## src/sv/ssi_pkg.sv

```systemverilog
// ----------------------------------------------------------------------------
// ssi_pkg: shared widths and beat type for the segment intersection unit
// Widths follow from the coordinate width and the fixed-point fraction width.
// ----------------------------------------------------------------------------
package ssi_pkg;

    localparam int CoordBits = 16;
    localparam int FracBits  = 8;

    // Endpoint differences, cross products and their sums
    localparam int DiffBits  = CoordBits + 1;
    localparam int ProdBits  = 2 * DiffBits;
    localparam int NumBits   = ProdBits + 1;

    // Split of the numerator for the two partial products
    localparam int SplitBits = (NumBits + 1) / 2;
    localparam int HiBits    = NumBits - SplitBits;
    localparam int PartBits  = NumBits + CoordBits;

    // Divider: dividend, quotient, final sum
    localparam int RemBits   = PartBits + FracBits;
    localparam int QuotBits  = CoordBits + FracBits;
    localparam int OutBits   = QuotBits;
    localparam int ValBits   = QuotBits + 2;

    // One beat travelling along the divider cells
    typedef struct packed {
        logic [RemBits-1:0]          rem_x;
        logic [RemBits-1:0]          rem_y;
        logic [RemBits-1:0]          dsh;
        logic [QuotBits-1:0]         q_x;
        logic [QuotBits-1:0]         q_y;
        logic                        neg_x;
        logic                        neg_y;
        logic signed [CoordBits-1:0] ax;
        logic signed [CoordBits-1:0] ay;
        logic                        hit;
        logic                        pv;
    } t_div_beat;

endpackage

```

## src/sv/ssi_div_cell.sv

```systemverilog
// ----------------------------------------------------------------------------
// ssi_div_cell: one restoring-division step for x and y
// Produces one quotient bit per coordinate and halves the aligned divisor.
// ----------------------------------------------------------------------------
module ssi_div_cell (
    input  logic               i_clk,
    input  logic               i_rst_n,
    input  logic               i_valid,
    output logic               o_ready,
    input  ssi_pkg::t_div_beat i_beat,
    output logic               o_valid,
    input  logic               i_ready,
    output ssi_pkg::t_div_beat o_beat
);
    import ssi_pkg::*;

    logic      r_valid;
    t_div_beat r_beat;
    t_div_beat n_beat;
    logic      adv, ge_x, ge_y;

    assign adv     = !r_valid || i_ready;
    assign o_ready = adv;
    assign o_valid = r_valid;
    assign o_beat  = r_beat;

    // Subtract where the divisor fits, shift in the quotient bit
    always_comb begin
        n_beat       = i_beat;
        ge_x         = i_beat.rem_x >= i_beat.dsh;
        ge_y         = i_beat.rem_y >= i_beat.dsh;
        n_beat.rem_x = ge_x ? i_beat.rem_x - i_beat.dsh : i_beat.rem_x;
        n_beat.rem_y = ge_y ? i_beat.rem_y - i_beat.dsh : i_beat.rem_y;
        n_beat.q_x   = {i_beat.q_x[QuotBits-2:0], ge_x};
        n_beat.q_y   = {i_beat.q_y[QuotBits-2:0], ge_y};
        n_beat.dsh   = i_beat.dsh >> 1;
    end

    always_ff @(posedge i_clk) begin
        if (!i_rst_n) begin
            r_valid <= 1'b0;
        end else if (adv) begin
            r_valid <= i_valid;
        end
    end

    always_ff @(posedge i_clk) begin
        if (adv) begin
            r_beat <= n_beat;
        end
    end

endmodule

```

## config.mk

```make
export PLATFORM = sky130hd
export DESIGN_NAME = ssi_div_cell
export DESIGN_NICKNAME = d
export VERILOG_FILES = /design/src/sv/ssi_pkg.sv /design/src/sv/ssi_div_cell.sv
export SDC_FILE = /design/constraint.sdc
export NUM_CORES = 1
export LEC_CHECK = 0
export BUFFER_PORTS_ARGS = -buffer_cell sky130_fd_sc_hd__buf_4
export CAP_MARGIN = 20
export CELL_PAD_IN_SITES_DETAIL_PLACEMENT = 0
export CELL_PAD_IN_SITES_GLOBAL_PLACEMENT = 1
export CORE_MARGIN = 2
export CORE_UTILIZATION = 40
export CTS_BUF_LIST = sky130_fd_sc_hd__clkbuf_4
export DETAILED_ROUTE_END_ITERATION = 12
export PLACE_DENSITY_LB_ADDON = 0.3
export RECOVER_POWER = 50
export SETUP_SLACK_MARGIN = 0.3
export SYNTH_ARGS = -nofsm -noshare
export SYNTH_HDL_FRONTEND = slang
export SYNTH_SLANG_ARGS = --single-unit
```

## constraint.sdc

```tcl
create_clock -name i_clk -period 11.93 [get_ports i_clk]
set_clock_uncertainty 0.1 [all_clocks]
set_input_delay 2.386 -clock i_clk [delete_from_list [all_inputs] [get_ports i_clk]]
set_output_delay 2.386 -clock i_clk [all_outputs]
set_load 0.01 [all_outputs]
```

==> results.toml <==
[status]
status = "finished, violations left"
violations = "capacitance limit, slew limit"

[worst_setup_path]
cp-start-kind = "input port"
critical_path_class = "input port to flop"
timing.rr.end = "o_beat[114]"
endpoint_kind = "flop"
r2r-start = "o_valid"
regToRegSetupSlack_ps = 6670
required_ps = 12220
r2r_cells = 4
crit_fanout = 66
worstPathArrival_ps = 7050

[synthesis]
synth_top_cell_by_area = "edfxtp_1"
syn_inst = 1611
synth.area.top_cells = "edfxtp_1 (47%), ha_1 (8.9%), a21oi_1 (5.8%)"
syn_nets = 1996
synth_top_area_share_pct = 46.9
ys_types = 84
yosys_warnings = 0
ys_async_sr_fraction_pct = 0
yosysSeqAreaShare_pct = 47.1
synth.ff_latch_count = 261
synth_ff_type = "edfxtp_1"
syn-cell-area_mm2 = 0.0166
avgSynthCellArea_um2 = 10.3
synth_edf_count = 260

[detailed_routing]
dr_wl_met2_mm = 27.5
first_iter_violations = 1047
met3RoutedLength_mm = 4.17
dr.pass1.iters = 5
highest_layer = "met5"
wl_per_cell_um = 20.5
drcViolationCount = 0
drt_wl_total_mm = 56.1
ant_nets = 0
via_count = 14572
via_per_inst = 5.32
drt-met1-wl_mm = 23.3

[cts]
cts_max_level = 3
clk_path_buf_depth = 3
cts.repair.resized = 0
cts_sinks = 261
cts_tree = "done"
numCtsBuffers = 75
insertion_delay_ps = 740
cts_root_buffer = "clkbuf_4"
post_cts_buffers = 0
path_clk_slew_ps = 60
ctsHoldBuffers = 0

[sta]
rsz0062_at_grt = "no"
setup_violations = 0
slew_violations = 71
finalHoldViolCount = 0
tns_ps = 0
slew_headroom_pct = -30.8
fin_crit_sh_pct = 56.7
post-route-min-period_ps = 6770
fmax_ghz = 0.148
hold_slack_ps = 1700
worst_pin_slew_ps = 1960

[min_path]
hold_path.startpoint = "o_valid"
hp-class = "flop to flop"
hold_depth = 1
hold_end = "o_beat[206]"

[floorplanning]
initial_core_util_pct = 40.7
core_mm2 = 0.0409
fp.dieArea_mm2 = 0.0432
die_y_um = 208
pin_count = 528
num_rows = 74
die_x_um = 208

[grt]
grt_max_degree = 70
grt_pass1_wl_mm = 84.3
grt_pass1_vias = 14275
antenna_found_initial = 6
grtUsageTotal_pct = 25.2
overflow = 0

[layout]
layout-drive-gt1-share_pct = 23.4
final_nets = 2539
syn_to_final_growth_pct = 26.7
fillers = 3996

[power]
ir_worst_vdd_mv = 0.0734
power.leakage_nw = 8.88
total_power_mw = 2.80
powerDensity_mw_per_mm2 = 133

[placement]
dpl.hpwl_mm = 45.0
io_buffers = 524
finalWeightedCongestion = 0.882

[flow_run]
drv_cap = 2
state kept, by name (all words and copies together), names as in the netlist:
register and cells:
o_valid 1, o_beat 260
kinds of logic (layout without fill, tap and decap cells):
| group | count (synthesis) | count (layout) | synth area share (%) |
|---|---|---|---|
| compound gates | 512 | 512 | 20.1 |
| simple gates | 422 | 422 | 11.8 |
| flops | 261 | 261 | 47.1 |
| buf+inv | 163 | 751 | 4.35 |
| fa+ha+maj | 120 | 120 | 9.12 |
| xor+xnor | 106 | 106 | 5.58 |
| mux | 26 | 26 | 1.93 |
| other cells | 1 | 7 | 0.0225 |
synthesized netlist by cell type (all sizes together) (3+ instances only):
library cell and instances:
a211oi 10, a21boi 6, a21o 64, a21oi 226, a221o 3, a221oi 4
a311oi 3, a31oi 16, a41oi 5, and2 13, and3 9, and4 4
buf 38, clkbuf 27, edfxtp 260, ha 118, inv 98, mux2 24
nand2 92, nand2b 8, nand3 23, nand4 40, nor2 172, nor2b 13
nor3 22, nor3b 3, nor4 8, o211ai 12, o21a 18, o21ai 78
o21bai 22, o22ai 6, o31a 3, o31ai 10, o41ai 3, or2 9
or3 4, xnor2 67, xor2 39
worst max-delay path by stage:
stage                            from          end  slack (ps)  depth (start not counted)
after floorplan               i_ready      o_ready         750                          1
after global placement    i_beat[117]  o_beat[190]        4830                         12
after detailed placement  i_beat[118]  o_beat[200]        4860                         12
after CTS                 i_beat[117]  o_beat[190]        5680                         12
after global routing          i_ready  o_beat[103]        4780                          5
final                         i_ready  o_beat[114]        5160                          5
worst max-delay path: stages:
cell,delay (ps)
clkbuf_4,90
nand2b_1,1410
clkbuf_1,1430
buf_4,820
buf_4,790
per-stage QoR:
stage / utilization [%] / setup WS [ps] / area (µm²) / std cells
floorplan: - / 754 / 16600 / 1611
global placement: 51.2 / 4830 / 20900 / 2609
detailed placement: 51.2 / 4860 / 20900 / 2609
CTS: 53.3 / 5680 / 21800 / 2731
global route: 51.5 / 4780 / 21100 / 2735
finish: 51.5 / 5160 / 21100 / 2737
cells in the final DEF, fill, tap and decap left out, drive strengths merged, types with 16 or more instances in the layout:
| cell type | synthesis | routed |
|---|---|---|
| edfxtp | 260 | 260 |
| nor2 | 172 | 172 |
| nand3 | 23 | 23 |
| xor2 | 39 | 39 |
| buf | 38 | 203 |
| nand2 | 92 | 92 |
| o21ai | 78 | 78 |
| nor3 | 22 | 22 |
| o21a | 18 | 18 |
| a31oi | 16 | 16 |
| ha | 118 | 118 |
| a21o | 64 | 64 |
| mux2 | 24 | 24 |
| xnor2 | 67 | 67 |
| clkbuf | 27 | 435 |
| a21oi | 226 | 226 |
| nand4 | 40 | 40 |
| o21bai | 22 | 22 |
| inv | 98 | 98 |
metal layers:
metal	global-route usage, %	vias to the layer above
li1	-	7115
met1	31.5	6804
met2	43.0	582
met3	6.54	69
met4	7.48	2
met5	0	-
cell type report:
| type | instances | area [µm²] | share of cell area [%] |
|---|---|---|---|
| Multi-Input combinational cell | 1187 | 8090 | 38.4 |
| Sequential cell | 261 | 7830 | 37.1 |
| Timing Repair Buffer | 531 | 3220 | 15.3 |
| Clock buffer | 107 | 803 | 3.81 |
| Tap cell | 532 | 666 | 3.16 |
| Inverter | 98 | 369 | 1.75 |
| Clock inverter | 15 | 86.3 | 0.410 |
| Antenna cell | 6 | 15.0 | 0.0712 |
power breakdown:
group	total, mW	internal [mW]	switching, mW	leakage (nW)
clock	0.810	0.411	0.398	0.528
sequential	1.17	1.14	0.0309	2.68
combinational	0.820	0.332	0.488	5.67
(Power assumes the default switching activity.)
