$ cat src/sv/ssi_pkg.sv
// ----------------------------------------------------------------------------
// ssi_pkg: shared widths and beat type for the segment intersection unit
// Widths follow from the coordinate width and the fixed-point fraction width.
// ----------------------------------------------------------------------------
package ssi_pkg;

    localparam int CoordBits = 16;
    localparam int FracBits  = 8;

    // Endpoint differences, cross products and their sums
    localparam int DiffBits  = CoordBits + 1;
    localparam int ProdBits  = 2 * DiffBits;
    localparam int NumBits   = ProdBits + 1;

    // Split of the numerator for the two partial products
    localparam int SplitBits = (NumBits + 1) / 2;
    localparam int HiBits    = NumBits - SplitBits;
    localparam int PartBits  = NumBits + CoordBits;

    // Divider: dividend, quotient, final sum
    localparam int RemBits   = PartBits + FracBits;
    localparam int QuotBits  = CoordBits + FracBits;
    localparam int OutBits   = QuotBits;
    localparam int ValBits   = QuotBits + 2;

    // One beat travelling along the divider cells
    typedef struct packed {
        logic [RemBits-1:0]          rem_x;
        logic [RemBits-1:0]          rem_y;
        logic [RemBits-1:0]          dsh;
        logic [QuotBits-1:0]         q_x;
        logic [QuotBits-1:0]         q_y;
        logic                        neg_x;
        logic                        neg_y;
        logic signed [CoordBits-1:0] ax;
        logic signed [CoordBits-1:0] ay;
        logic                        hit;
        logic                        pv;
    } t_div_beat;

endpackage

$ cat src/sv/ssi_fixup.sv
// ----------------------------------------------------------------------------
// ssi_fixup: signed rounding toward zero and output register
// Turns the unsigned quotient into the Q-format point and holds the result.
// ----------------------------------------------------------------------------
module ssi_fixup (
    input  logic                                  i_clk,
    input  logic                                  i_rst_n,
    input  logic                                  i_valid,
    output logic                                  o_ready,
    input  ssi_pkg::t_div_beat                    i_beat,
    output logic                                  o_valid,
    input  logic                                  i_ready,
    output logic                                  o_hit,
    output logic                                  o_point_valid,
    output logic signed [ssi_pkg::OutBits-1:0]    o_cross_x,
    output logic signed [ssi_pkg::OutBits-1:0]    o_cross_y
);
    import ssi_pkg::*;

    logic                     r_valid, r_hit, r_pv;
    logic signed [OutBits-1:0] r_cx, r_cy;
    logic                     adv, nz_x, nz_y;
    logic signed [ValBits-1:0] n_qx, n_qy, n_vx, n_vy, n_bx, n_by;

    assign adv           = !r_valid || i_ready;
    assign o_ready       = adv;
    assign o_valid       = r_valid;
    assign o_hit         = r_hit;
    assign o_point_valid = r_pv;
    assign o_cross_x     = r_cx;
    assign o_cross_y     = r_cy;

    // Floor of the signed offset, then step up once for a negative inexact sum
    always_comb begin
        nz_x = i_beat.rem_x != '0;
        nz_y = i_beat.rem_y != '0;
        n_qx = ValBits'(i_beat.q_x) + ValBits'(nz_x);
        n_qy = ValBits'(i_beat.q_y) + ValBits'(nz_y);
        if (i_beat.neg_x) begin
            n_qx = -n_qx;
        end else begin
            n_qx = ValBits'(i_beat.q_x);
        end
        if (i_beat.neg_y) begin
            n_qy = -n_qy;
        end else begin
            n_qy = ValBits'(i_beat.q_y);
        end
        n_bx = (ValBits'(i_beat.ax) <<< FracBits) + n_qx;
        n_by = (ValBits'(i_beat.ay) <<< FracBits) + n_qy;
        n_vx = (n_bx[ValBits-1] && nz_x) ? n_bx + ValBits'(1) : n_bx;
        n_vy = (n_by[ValBits-1] && nz_y) ? n_by + ValBits'(1) : n_by;
    end

    always_ff @(posedge i_clk) begin
        if (!i_rst_n) begin
            r_valid <= 1'b0;
        end else if (adv) begin
            r_valid <= i_valid;
        end
    end

    // Hold the result until the receiver takes the beat
    always_ff @(posedge i_clk) begin
        if (adv) begin
            r_hit <= i_beat.hit;
            r_pv  <= i_beat.pv;
            r_cx  <= i_beat.pv ? n_vx[OutBits-1:0] : '0;
            r_cy  <= i_beat.pv ? n_vy[OutBits-1:0] : '0;
        end
    end

endmodule

$ cat config.mk
export PLATFORM = sky130hd
export DESIGN_NAME = ssi_fixup
export DESIGN_NICKNAME = d
export VERILOG_FILES = /design/src/sv/ssi_pkg.sv /design/src/sv/ssi_fixup.sv
export SDC_FILE = /design/constraint.sdc
export NUM_CORES = 1
export LEC_CHECK = 0
export CORE_UTILIZATION = 43
export DETAILED_ROUTE_END_ITERATION = 10
export DONT_BUFFER_PORTS = 1
export PLACE_DENSITY = 0.63
export SYNTH_ARGS = -nofsm -noshare
export SYNTH_HDL_FRONTEND = slang
export SYNTH_SLANG_ARGS = --single-unit
$ cat constraint.sdc
create_clock -name i_clk -period 11.75 [get_ports i_clk]
set_input_delay 0.5875 -clock i_clk [delete_from_list [all_inputs] [get_ports i_clk]]
set_output_delay 0.5875 -clock i_clk [all_outputs]
set_load 0.05 [all_outputs]
==> results of run 1 <==
[cell type report]
| cell class | count | area (um^2) |
|---|---|---|
| timing repair buffer | 4 | 30.0 |
| clock inverter | 1 | 8.76 |
| clock buffer | 7 | 143 |
| fill | 1758 | 9330 |
| multi-input combinational | 814 | 5800 |
| antenna | 4 | 10.0 |
| tap | 225 | 282 |
| sequential | 51 | 1520 |
| inverter | 77 | 289 |
[final timing paths]
kind,startpoint,end,slack [ns]
setup reg to reg,o_valid$_SDFFE_PN0P_,o_cross_x[10]$_SDFFCE_PN0P_,10.09
hold reg to reg,o_valid$_SDFFE_PN0P_,o_cross_y[22]$_SDFFCE_PN0P_,1.36
hold / removal,i_beat[1],o_hit$_DFFE_PP_,0.39
setup / recovery,i_beat[167],o_cross_y[12]$_SDFFCE_PN0P_,4.23
[logic make-up (layout without fill, tap and decap cells)]
logic type	count (synthesis)	in the layout	synth area share
multiplexers	13	13	0.0172
AO/OA/AOI/OAI	290	290	0.247
other	0	4	0
buffers and inverters	105	89	0.0531
AND/OR/NAND/NOR	323	323	0.224
XOR/XNOR	92	92	0.104
flip-flops	51	51	0.197
adder cells (fa/ha/maj)	96	96	0.157
[registers in the layout, summed over array words and instances, names as in the netlist]
signal         count
o_cross_y         24
o_valid            1
o_cross_x         24
o_hit              1
o_point_valid      1
[per-stage QoR]
step                total power, W  area (um^2)  setup slack (ns)  hold slack, ns
floorplan                 0.000750         7730              5.31           0.686
global placement          0.000830         7920              4.04           0.686
detailed placement        0.000835         7920              4.00           0.686
CTS                       0.000989         8080              4.29           0.384
global route               0.00105         8090              3.70           0.379
finish                    0.000986         8090              4.23           0.393
[layer usage]
metal	GRT usage	routed length, um
met3	0.0317	1110
met5	0	0
met4	0.0747	598
met2	0.422	10900
met1	0.273	9190
[power by group through the flow]
| stage | logic [W] | clock network, W | registers (W) |
|---|---|---|---|
| 4_1_cts | 0.000450 | 0.000155 | 0.000384 |
| 2_1_floorplan | 0.000374 | 0 | 0.000376 |
| 3_5_place_dp | 0.000448 | 0 | 0.000388 |
| 6_report | 0.000452 | 0.000151 | 0.000383 |
| 3_3_place_gp | 0.000442 | 0 | 0.000388 |
| 5_1_grt | 0.000508 | 0.000160 | 0.000387 |
[critical path: cells and delay by family]
kind,cells,cell delay (ns)
simple gates,13,3.12
compound gates,9,1.96
fa+ha+maj,4,1.06
buf+inv,3,0.62
xor+xnor,2,0.29
[placed cells by master (no fill, tap or decap), types with 15 or more instances in the layout]
| master | count |
|---|---|
| ha_1 | 94 |
| inv_1 | 77 |
| a21oi_1 | 74 |
| o21ai_0 | 71 |
| nand2_1 | 71 |
| nor2_1 | 61 |
| xnor2_1 | 58 |
| edfxtp_1 | 50 |
| a21o_1 | 38 |
| nand3_1 | 35 |
| xor2_1 | 34 |
| nor4_1 | 30 |
| nand4_1 | 21 |
| nor3_1 | 19 |
| and3_1 | 19 |
| o21bai_1 | 15 |
==> impl_metrics.py, run 1 <==
metrics = {
    "timing": {
        "finalCritPeriodShare": 0.640,
        "finalClockSkew_ns": 0.00248,
        "fin_tns_setup_ns": 0,
        "grt_setup_unrepaired": "no",
        "max-slew-margin-rel": 0.463,
        "layout_min_cycle_time_ns": 7.52,
        "fmax_mhz": 133,
        "setup_viol": 0,
        "finalHoldViolCount": 0,
        "drv_slew": 0,
        "tightest_slew_ns": 0.805,
    },
    "critical_path": {
        "slowest_delay_ns": 0.68,
        "endpoint_kind": "flip-flop",
        "startpoint_type": "primary input",
        "slowest_stage": "or4_1",
        "cp_max_fo": 20,
        "cp.required_ns": 11.90,
        "arrival_ns": 7.67,
        "ff2ff_path_depth": 2,
        "path_class": "primary input to flip-flop",
    },
    "synth": {
        "synth_cells": 970,
        "synth_commonest_cells": "ha_1 (94), inv_1 (77), a21oi_1 (74)",
        "synth_edf_count": 50,
        "ys_dominant_reg_cell": "edfxtp_1",
        "synth-async-reset-ratio": 0,
        "syn_area_um2": 7730,
        "synth_largest_area_cell": "edfxtp_1",
        "syn-num-nets": 1331,
        "synth_most_common_cell": "ha_1",
        "synth_area_per_cell_um2": 7.97,
        "synthDistinctLibCells": 80,
        "yosysTopAreaCellShare": 0.194,
        "yosysWarnings": 0,
        "ys_seq_area_frac": 0.197,
        "synthTopCellsByArea": "edfxtp_1 (19%), ha_1 (15%), xnor2_1 (6.6%), a21oi_1 (4.8%), o21ai_0 (4.6%)",
        "ys_ff_latch": 51,
    },
    "hold_path": {
        "hp-class": "primary input to flip-flop",
        "hold_depth": 0,
    },
    "place": {
        "hpwlAfterDp_um": 18200,
        "place_inst": 1171,
        "portBuffers": 0,
        "gp_congestion": 1.02,
    },
    "clock_tree": {
        "cts_buffers": 5,
        "cts.reportedPaths.clkPinSlew_ns": 0.07,
        "cts_root_buffer": "clkbuf_16",
        "htreeDepth": 2,
        "post_cts_buffers": 0,
        "clock-sinks": 51,
        "clock_path_buffers": 2,
        "insertion_delay_ns": 0.29,
        "cts_resized": 0,
        "cts_tree": "yes",
        "hold_buffers": 0,
    },
    "floorplanning": {
        "dieWidth_um": 136,
        "initial_core_util": 0.444,
        "core-area_um2": 17400,
        "die_height_um": 136,
        "ios": 317,
        "std_cell_rows": 48,
        "fp.dieArea_um2": 18500,
    },
    "global_route": {
        "grt_max_degree": 53,
        "antenna_found_initial": 4,
        "grt_pass1_vias": 6659,
        "grt-ovfl-total": 0,
        "grt_use_total": 0.230,
        "grt_pass1_wl_um": 33400,
    },
    "route": {
        "post_drt_wl_per_cell_um": 18.4,
        "drtAntennaViolNets": 0,
        "vias": 7046,
        "wl_um": 21800,
        "drtIter0Drc": 331,
        "viasPerCell": 5.96,
        "drtPass1Iterations": 5,
        "drc": 0,
    },
    "run_status": {
        "outcome": "complete, no violations",
    },
    "finish": {
        "drive_gt1_frac": 0.0482,
        "areaGrowthSynthToFinish_pct": 4.58,
        "layout.cells.non_filler": 1183,
        "postLayoutCoreUtil": 0.464,
        "nNetsFinal": 1314,
    },
    "power_and_ir_drop": {
        "combPwrFrac": 0.458,
        "netSwitchingFraction": 0.473,
        "power.net_switching_w": 0.000466,
        "ir_drop_uv": 82.1,
        "p_per_area_nw_per_um2": 122,
        "power.leakage_nw": 3.50,
        "clockPowerShare": 0.153,
        "intPower_w": 0.000520,
        "p_seq_frac": 0.388,
    },
    "flow_run": {
        "drv_cap": 0,
    },
}
Note: power is estimated with default switching activity, not from simulation.
==> inputs of run 2 (changes only) <==
Settings changed: PLACE_DENSITY 0.63 to 0.65.
Clock period 11.75 ns to 6.79 ns, I/O delays scaled along.
==> run 2 against run 1 <==
Clock power is 73% higher. Non-clock buffer count up 13. Register-to-register slack worse by 5.0 ns. Die area unchanged. Clock skew grew 0.0035 ns. Wire length down 2.5%. Count of clock-buffer cells in the layout did not move. Cell count is 0.93% higher. Combinational power grew 74%.
==> impl_metrics.py, run 2 (synthesis gave the netlist of run 1 again) <==
metrics = {
    "run_status": {
        "outcome": "complete, no violations",
    },
    "critical_path": {
        "slowest_delay_ns": 0.51,
        "crit_top_cell": "ha_1",
        "cp.required_ns": 6.94,
        "startpoint_type": "primary input",
        "cp_max_fo": 14,
        "arrival_ns": 6.50,
        "endpoint_kind": "flip-flop",
        "path_class": "primary input to flip-flop",
        "slowest_stage": "or4_1",
    },
    "clock_tree": {
        "clock-sinks": 51,
        "hold_buffers": 0,
        "cts_tree": "yes",
        "cts_buffers": 5,
        "cts_root_buffer": "clkbuf_16",
        "insertion_delay_ns": 0.29,
        "htreeDepth": 2,
        "clock_path_buffers": 2,
        "cts.reportedPaths.clkPinSlew_ns": 0.07,
    },
    "route": {
        "wl_um": 21200,
        "drc": 0,
        "viasPerCell": 5.96,
        "drtIter0Drc": 333,
        "drtAntennaViolNets": 0,
        "drtPass1Iterations": 5,
        "vias": 7112,
        "post_drt_wl_per_cell_um": 17.8,
    },
    "floorplanning": {
        "core-area_um2": 17400,
        "ios": 317,
        "initial_core_util": 0.444,
        "dieWidth_um": 136,
        "fp.dieArea_um2": 18500,
        "die_height_um": 136,
        "std_cell_rows": 48,
    },
    "timing": {
        "tightest_slew_ns": 0.811,
        "grt_setup_unrepaired": "no",
        "fin_tns_setup_ns": 0,
        "drv_slew": 0,
        "finalHoldViolCount": 0,
        "setup_viol": 0,
        "finalCritPeriodShare": 0.936,
        "finalClockSkew_ns": 0.00597,
        "fmax_mhz": 157,
        "layout_min_cycle_time_ns": 6.35,
        "max-slew-margin-rel": 0.455,
    },
    "finish": {
        "postLayoutCoreUtil": 0.470,
        "layout_commonest_cell": "ha_1",
        "areaGrowthSynthToFinish_pct": 5.84,
        "drive_gt1_frac": 0.0620,
        "nNetsFinal": 1327,
        "final_cell_mix": "ha_1 (94), inv_1 (77), a21oi_1 (74)",
    },
    "power_and_ir_drop": {
        "power.leakage_nw": 3.57,
        "ir_drop_uv": 147,
        "p_per_area_nw_per_um2": 209,
    },
    "global_route": {
        "grt_pass1_vias": 6615,
        "grt_max_degree": 53,
        "grt_pass1_wl_um": 32900,
        "antenna_found_initial": 1,
        "grt-ovfl-total": 0,
        "grt_use_total": 0.226,
    },
    "place": {
        "portBuffers": 0,
        "gp_congestion": 1.05,
        "hpwlAfterDp_um": 17900,
    },
    "flow_run": {
        "drv_cap": 0,
    },
    "hold_path": {
        "hp-class": "primary input to flip-flop",
    },
}
-- run 2: cell types whose count changed in the layout (fill, tap and decap cells not counted) --
cell and change:
o21ai_1 +2, inv_6 -1, o31ai_1 -1, o21ai_0 -2
clkinv_4 +1, diode_2 -2, o31ai_2 +1, buf_4 +13
-- run 2: where the power goes --
group | internal (W) | switching [W] | total (W)
Combinational | 0.000335 | 0.000453 | 0.000788
Clock | 0.000148 | 0.000113 | 0.000261
Sequential | 0.000425 | 0.000238 | 0.000663
-- run 2: path summary, 6_finish.rpt --
check | startpoint | end | slack [ns] | cells after the start
max | i_beat[167] | o_cross_y[12]$_SDFFCE_PN0P_ | 0.44 | 31
min reg2reg | o_valid$_SDFFE_PN0P_ | o_point_valid$_DFFE_PP_ | 1.37 | 2
min | i_beat[1] | o_hit$_DFFE_PP_ | 0.14 | 0
max reg2reg | o_valid$_SDFFE_PN0P_ | o_valid$_SDFFE_PN0P_ | 5.09 | 3
-- run 2: area by class of cell --
type	count	area, um^2
clock inverters	1	8.76
flip-flops and latches	51	1520
repair buffers	17	128
multi-input cells	814	5810
well taps	225	282
fillers	1751	9230
diodes	2	5.00
clock buffers	7	143
inverters	77	289
-- run 2: critical path: cells and delay by family --
| family | cells | cell delay [ns] |
|---|---|---|
| fa+ha+maj | 4 | 0.87 |
| simple gates | 10 | 2.45 |
| buf+inv | 4 | 0.51 |
| compound gates | 10 | 1.88 |
| xor+xnor | 2 | 0.25 |
| mux | 1 | 0.21 |
-- run 2: per-stage QoR --
step	cell area, um^2	power (W)	cells	hold slack (ns)	setup slack, ns
detailed placement	8020	0.00145	1184	0.438	0.0971
CTS	8170	0.00172	1192	0.138	0.371
global route	8180	0.00183	1193	0.133	0.0315
floorplan	7730	0.00130	970	0.438	0.601
finish	8180	0.00171	1194	0.145	0.438
global placement	8020	0.00144	1184	0.438	0.149
-- run 2: routing by layer --
metal | global-route usage | vias up | wire [um]
met5 | 0 | - | 0
li1 | - | 3600 | -
met4 | 0.0815 | 0 | 690
met3 | 0.0306 | 33 | 1060
met1 | 0.256 | 3260 | 8650
met2 | 0.425 | 219 | 10800
-- run 2: timing repair --
item / CTS / global route
resized for setup: 0 / 3
endpoints found under the hold margin: 0 / 0
setup buffers: 0 / 0
endpoints found under the setup margin: 0 / 3
